===== src/rtl/sis_pkg.sv =====
// Shared types, codes and helper functions for the sorted integer set.
// Used by sis_cell, sis_reduce and sorted_integer_set. No dependencies.
`timescale 1ns / 1ps

package sis_pkg;

    // Number of cells in the chain, the most elements the set can hold.
    localparam int CAPACITY_DEF = 256;

    // Field widths of the streaming ports.
    localparam int VALUE_W  = 64;
    localparam int INDEX_W  = 8;
    localparam int OP_W     = 2;
    localparam int STATUS_W = 2;
    localparam int POS_W    = 9;
    localparam int ENC_W    = 2;
    localparam int IN_DATA_W  = 72;
    localparam int OUT_DATA_W = 88;

    // Request kinds carried in tuser.
    typedef enum logic [OP_W-1:0] {
        OP_ADD    = 2'd0,
        OP_REMOVE = 2'd1,
        OP_FIND   = 2'd2,
        OP_GET    = 2'd3
    } op_t;

    // Result status codes.
    typedef enum logic [STATUS_W-1:0] {
        STAT_DONE = 2'd0,
        STAT_NONE = 2'd1,
        STAT_FULL = 2'd2
    } status_t;

    // Element encodings, narrowest first.
    typedef enum logic [ENC_W-1:0] {
        ENC_16 = 2'd0,
        ENC_32 = 2'd1,
        ENC_64 = 2'd2
    } enc_t;

    // Sequencer states.
    typedef enum logic {
        S_IDLE = 1'b0,
        S_EXEC = 1'b1
    } state_t;

    // What every cell does with its stored element at the update edge.
    typedef enum logic [1:0] {
        UPD_HOLD   = 2'd0,
        UPD_INSERT = 2'd1,
        UPD_REMOVE = 2'd2
    } upd_t;

    // Control broadcast to every cell of the chain.
    typedef struct packed {
        logic capture;  // latch the compare flags against the incoming item
        upd_t upd;      // shift action for the update edge
    } cell_ctrl_t;

    // Narrowest encoding that holds v.
    function automatic enc_t need_enc(input logic [VALUE_W-1:0] v);
        enc_t code;
        if ((&v[VALUE_W-1:15]) || !(|v[VALUE_W-1:15])) begin
            code = ENC_16;
        end else if ((&v[VALUE_W-1:31]) || !(|v[VALUE_W-1:31])) begin
            code = ENC_32;
        end else begin
            code = ENC_64;
        end
        return code;
    endfunction

endpackage


===== src/rtl/sis_cell.sv =====
// One cell of the sorted chain: holds one element and its compare flags.
// Depends on sis_pkg for the control struct and field widths.
`timescale 1ns / 1ps

module sis_cell #(
    parameter int IDX   = 0,
    parameter int CNT_W = 9
) (
    input  logic                        clk,
    input  logic                        rst_n,
    input  sis_pkg::cell_ctrl_t         ctrl,
    input  logic [sis_pkg::VALUE_W-1:0] cmp_value,   // value of the incoming item
    input  logic [sis_pkg::INDEX_W-1:0] cmp_index,   // index of the incoming item
    input  logic [sis_pkg::VALUE_W-1:0] ins_value,   // value being inserted
    input  logic [CNT_W-1:0]            count,
    input  logic [sis_pkg::VALUE_W-1:0] left_data,
    input  logic                        left_lt,
    input  logic [sis_pkg::VALUE_W-1:0] right_data,
    output logic [sis_pkg::VALUE_W-1:0] data,
    output logic                        lt,
    output logic                        eq,
    output logic                        sel
);

    logic [sis_pkg::VALUE_W-1:0] data_reg;
    logic [sis_pkg::VALUE_W-1:0] data_next;
    logic                        lt_reg;
    logic                        lt_next;
    logic                        eq_reg;
    logic                        eq_next;
    logic                        sel_reg;
    logic                        sel_next;
    logic                        occupied;

    // The cell holds a live element when its place is below the count.
    assign occupied = (32'(IDX) < 32'(count));

    // Compare flags against the incoming item, latched when it is accepted.
    always_comb
    begin
        lt_next  = lt_reg;
        eq_next  = eq_reg;
        sel_next = sel_reg;
        if (ctrl.capture) begin
            lt_next  = occupied && ($signed(data_reg) < $signed(cmp_value));
            eq_next  = occupied && (data_reg == cmp_value);
            sel_next = (32'(IDX) == 32'(cmp_index));
        end
    end

    // Shift the element up on an insert, down on a remove.
    always_comb
    begin
        data_next = data_reg;
        case (ctrl.upd)
            sis_pkg::UPD_INSERT:
            begin
                if (!lt_reg) begin
                    data_next = left_lt ? ins_value : left_data;
                end
            end
            sis_pkg::UPD_REMOVE:
            begin
                if (!lt_reg) begin
                    data_next = right_data;
                end
            end
            default:
            begin
                data_next = data_reg;
            end
        endcase
    end

    // Flags reset to cleared; the element itself is payload.
    always_ff @(posedge clk or negedge rst_n)
    begin
        if (!rst_n) begin
            lt_reg  <= 1'b0;
            eq_reg  <= 1'b0;
            sel_reg <= 1'b0;
        end else begin
            lt_reg  <= lt_next;
            eq_reg  <= eq_next;
            sel_reg <= sel_next;
        end
    end

    always_ff @(posedge clk)
    begin
        data_reg <= data_next;
    end

    assign data = data_reg;
    assign lt   = lt_reg;
    assign eq   = eq_reg;
    assign sel  = sel_reg;

endmodule


===== config.mk =====
export PLATFORM = sky130hd
export DESIGN_NAME = sis_cell
export DESIGN_NICKNAME = d
export VERILOG_FILES = /design/src/rtl/sis_pkg.sv /design/src/rtl/sis_cell.sv
export SDC_FILE = /design/constraint.sdc
export NUM_CORES = 1
export LEC_CHECK = 0
export BUFFER_PORTS_ARGS = -buffer_cell sky130_fd_sc_hd__buf_2
export CAP_MARGIN = 20
export CORE_AREA = 3 3 132 134
export CTS_BUF_LIST = sky130_fd_sc_hd__clkbuf_16
export CTS_CLUSTER_SIZE = 40
export DETAILED_ROUTE_END_ITERATION = 8
export DIE_AREA = 0 0 135 137
export MAX_ROUTING_LAYER = met4
export PLACE_DENSITY = 0.67
export SYNTH_ARGS = -nofsm -noshare
export SYNTH_HDL_FRONTEND = slang
export SYNTH_SLANG_ARGS = --single-unit
export TNS_END_PERCENT = 5

===== constraint.sdc =====
create_clock -name clk -period 6.85 [get_ports clk]
set_input_delay 0.3425 -clock clk [delete_from_list [all_inputs] [get_ports clk]]
set_output_delay 0.3425 -clock clk [all_outputs]
set_load 0.01 [all_outputs]

# ---- Yosys cells after proc, flatten, opt, wreduce, memory -nomap -nowiden
# Index checks and enable logic that the tools add are counted.
dict set report word_totals {
  reg_bits 67
  latchBits 0
  ramBits 0
  mem_bits_ro 0
  inputBits 279
  wordCells 20
  memories 0
}
dict set report classes {
  add_sub_neg 0
  n_mul 0
  div_mod_pow 0
  magnitude_cmp 2
  eq_ne 5
  shifts 0
  mux 4
  bitwise 0
  n_reduce_logical 5
}
# op count
set op_table {}
lappend op_table {{64-bit 2-to-1 mux} 3}
lappend op_table {{64-bit one-hot mux with 2 select lines} 1}
lappend op_table {{64-bit equality test} 1}
lappend op_table {{64-bit < comparator} 1}
lappend op_table {{1-bit by 9-bit < comparator with 1-bit output, first input constant} 1}
lappend op_table {{8-bit zero test} 1}
lappend op_table {{2-bit != test, second input constant} 2}
lappend op_table {{3-bit AND reduction} 1}
lappend op_table {{2-bit by 1-bit equality test with 1-bit output, second input constant} 1}
lappend op_table {{2-bit equality test, second input constant} 1}
lappend op_table {{1-bit logical AND} 2}
lappend op_table {{2-bit nonzero test} 1}

# ---- Longest topological paths before layout
dict set report depth {
  word_depth 3
  ltp_mapped 8
  ltp_nobuf 8
}

# ---- Least setup slack after synthesis
# No wires, ideal clock.
dict set report synth_timing {
  path_type {input to register}
  start {in ctrl[0] in the netlist's numbering}
  end {reg data_reg (netlist bit data[0]), enable pin}
  setup_ns 0.487
  arrival_ns 3.145
  required_ns 6.363
  slack_ns 3.218
  cell_stages 2
  n_path_buf 0
  path_cell_list {xnor2_1 nor2_1}
}
dict set report synth_via {
  elab_chain_len 3
}
# item line
set synth_rtl {}
lappend synth_rtl {{from (decl)} sis_cell.sv:11} ;# input sis_pkg::cell_ctrl_t ctrl,
lappend synth_rtl {{2-bit by 1-bit equality test with 1-bit output or 2-bit equality test (tied branches)} sis_cell.sv:55} ;# case (ctrl.upd)
lappend synth_rtl {{2-bit != test (no source line) or 2-bit nonzero test (tied branches)} --}
lappend synth_rtl {{3-bit AND reduction (no source line) *} --}
lappend synth_rtl {{to (signal assigned)} sis_cell.sv:91} ;# data_reg <= data_next;
lappend synth_rtl {{to (decl)} sis_cell.sv:25} ;# logic [sis_pkg::VALUE_W-1:0] data_reg;
# Mark *: on every way between the ends. The rest lies on a longest branch, timed or not.
# A chain may end at the register's enable or synchronous reset.

# ---- Worst setup path after layout
dict set report layout_timing {
  start {reg data_reg (netlist bit data[61])}
  end {reg lt_reg, in the netlist lt}
}
dict set report layout_via {
  elab_chain_len 2
}
# item line
set layout_rtl {}
lappend layout_rtl {{64-bit < comparator} sis_cell.sv:45} ;# lt_next = occupied && ($signed(data_reg) < $signed(cmp_value));
lappend layout_rtl {{1-bit logical AND} sis_cell.sv:45}
lappend layout_rtl {{to (signal assigned)} sis_cell.sv:83} ;# lt_reg <= lt_next;
lappend layout_rtl {{to (decl)} sis_cell.sv:27} ;# logic lt_reg;
# Every way passes these cells.

==> reports/results.ini <==
[pwr]
pwr-share-clk=0.317
switchingPower_uw=444
seq_power_share=0.395
p_int_uw=999
total_power_mw=1.44
ir_drop_uv=101
p_comb_frac=0.288
powerDensity_mw_per_mm2=198
switching_share=0.307
p_leak_nw=3.79

[clock_network]
post_cts_resized=0
cts.sinks=67
clkLatencyLatePin_ns=0.34
cts_made_buffers=9
cts-root-buf=clkbuf_16
cts_htree_levels=3
cts.clk_slew.worst_paths_ns=0.06
cts_tree=yes
clockBufferDepth=2

[die]
start_util=0.305
rows=47
core_area_mm2=0.0164
die_h_um=137
die_w_um=135
ios=346
die-area_mm2=0.0185

[critical_path]
critical_path.max_stage_delay_ns=0.76
startpoint_type=flop
critPathRequiredTime_ns=7.06
cpMaxStageDelayCell=nor4_1
arrival_ns=2.70
crit_chain=ha_1 > and4_1 > nand4_1 > nor4_1 > o21a_1 > o21ai_1
path_class=flop to flop
crit_path_end_kind=flop
path_max_fanout=3

[global_routing]
grt.total_usage=0.177
grt_pass1_vias=4981
grt_antenna_before_repair=3
grt_overflow_total=0
grt_pass1_wl_mm=24.6
grt_max_degree=69

[synth]
synth_compound_area_frac=0.132
synthCells=523
synth_top_family_by_area=adder cells
synth_cell_types=38
yosysWarnings=0
ys_seq_elements=67
muxShareOfSynthArea=0.128
synthAdderAreaFrac=0.160
synth_edf_count=64
synth_nets=866
syn-cell-area_mm2=0.00500
yosys.area_share.simple=0.111
ys_seq_area_frac=0.400
synthFlopType=edfxtp_1
synth-xor-area-share=0.00175
syn-mean-instance-area_um2=9.56
synthArstFlopShare=0.0448

[sta]
rsz0062_at_grt=no
fmax_ghz=0.403
fin_crit_ns=2.48
worstMarginPinSlew_ns=0.867
hold_viol_final=0
fin_crit_sh=0.363
fin_worst_skew_ns=0.00815
slew_viol_final=0
slew_headroom=0.422
tns_ns=0
setup_viol=0

[routing]
drc=0
ant_nets=0
vias_per_cell=4.55
post_drt_wl_per_cell_um=15.7
dr.pass1.iters=4
totalWireLength_mm=17.1
route.vias.total=4961
drt_iter0_drc=187

[placement]
io_buffers=345
dp.final_hpwl_mm=14.3
finalWeightedCongestion=0.822

[final_layout]
nets=1206
syn_to_final_growth_pct=45.4
largest_register_ffs=64
drive_above_1_share=0.423

[job]
maxCapViolations=0

[hold_path]
hold_class=primary input to flop

[run_status]
status=finished, final reports clean

==> power groups by stage <==
stage | registers [mW] | clock network, mW | logic [mW]
after floorplan | 0.602 | 0 | 0.189
after global placement | 0.577 | 0 | 0.413
after detailed placement | 0.579 | 0 | 0.421
after CTS | 0.571 | 0.471 | 0.423
after global routing | 0.578 | 0.481 | 0.469
final | 0.570 | 0.457 | 0.416
==> final timing paths <==
kind / start / endpoint / slack (ns) / cells past startpoint
min in group asynchronous: rst_n / sel / 0.35 / 2
setup / recovery: data[61] / lt / 4.37 / 6
hold / removal: ctrl[2] / sel / 0.24 / 2
hold reg to reg: eq / eq / 0.50 / 1
setup reg to reg: data[61] / lt / 4.37 / 6
max in group asynchronous: rst_n / eq / 6.37 / 2
==> critical path: cells and delay by family, from the launching register on <==
family	cells	cell delay, ns
flip-flops	1	0.48
AO/OA/AOI/OAI	2	0.32
adder cells (fa/ha/maj)	1	0.35
AND/OR/NAND/NOR	3	1.20
==> what timing repair did <==
action	CTS	global route
setup buffers	0	0
hold buffers	1	0
setup endpoints to repair	0	0
hold endpoints to repair	3	0
==> Yosys cell counts (2+ instances only) <==
| cell | count | area, um^2 |
|---|---|---|
| ha_1 | 64 | 801 |
| mux2i_1 | 64 | 641 |
| a21boi_0 | 2 | 15.0 |
| nand4_1 | 6 | 37.5 |
| buf_1 | 6 | 22.5 |
| and4_1 | 10 | 87.6 |
| nor4_1 | 5 | 31.3 |
| nor2b_1 | 2 | 12.5 |
| nand2_1 | 81 | 304 |
| nand3_1 | 7 | 35.0 |
| o21ai_0 | 74 | 370 |
| clkbuf_1 | 14 | 52.6 |
| dfrtp_1 | 3 | 75.1 |
| edfxtp_1 | 64 | 1920 |
| a221oi_1 | 2 | 17.5 |
| a21oi_1 | 25 | 125 |
| o21a_1 | 2 | 15.0 |
| nor2_1 | 4 | 15.0 |
| a221oi_2 | 2 | 30.0 |
| inv_1 | 68 | 255 |
==> area by class of cell <==
cell class | instances | area (um^2)
antenna | 2 | 5.00
clock buffer | 9 | 225
clock inverter | 7 | 61.3
fill | 1606 | 9140
inverter | 68 | 255
multi-input combinational | 367 | 2680
sequential | 67 | 2000
tap | 220 | 275
timing repair buffer | 350 | 1770
==> cells by family after synthesis <==
logic type / Yosys count
XOR/XNOR: 1
multiplexers: 64
AO/OA/AOI/OAI: 118
adder cells (fa/ha/maj): 64
flip-flops: 67
AND/OR/NAND/NOR: 120
buffers and inverters: 89
==> per-stage QoR <==
step	instances	setup slack (ns)	hold WS (ns)	instance area, um^2	utilization
4_1_cts	1088	4.23	0.229	7260	0.443
3_5_place_dp	1071	4.24	0.156	6970	0.425
2_1_floorplan	523	3.22	0.0469	5000	-
5_1_grt	1090	4.15	0.256	7270	0.443
3_3_place_gp	1071	4.16	0.160	6970	0.425
6_report	1090	4.37	0.242	7270	0.443
==> layout by cell type, fill, tap and decap left out, drive strengths merged, types with 2 or more instances in the layout <==
cell and instances:
edfxtp 64, dfrtp 3, a221oi 4, a21boi 2, ha 64, nor2 4
mux2i 64, o21ai 75, nor4 5, buf 349, clkinv 2, diode 2
nor2b 2, inv 70, a21oi 25, clkbuf 9, o21a 2, and4 10
clkinvlp 2, nand2 81, nand3 7, nand4 6
==> per-layer routing <==
layer | wire, um | part of all wire | up-vias | track usage
met3 | 1050 | 0.062 | 16 | 0.0268
met2 | 8800 | 0.52 | 182 | 0.305
met5 | 0 | 0 | - | -
met4 | 227 | 0.013 | 0 | 0.0560
met1 | 7000 | 0.41 | 2203 | 0.215
li1 | - | - | 2560 | -
Power figures use the tool's default switching activity.
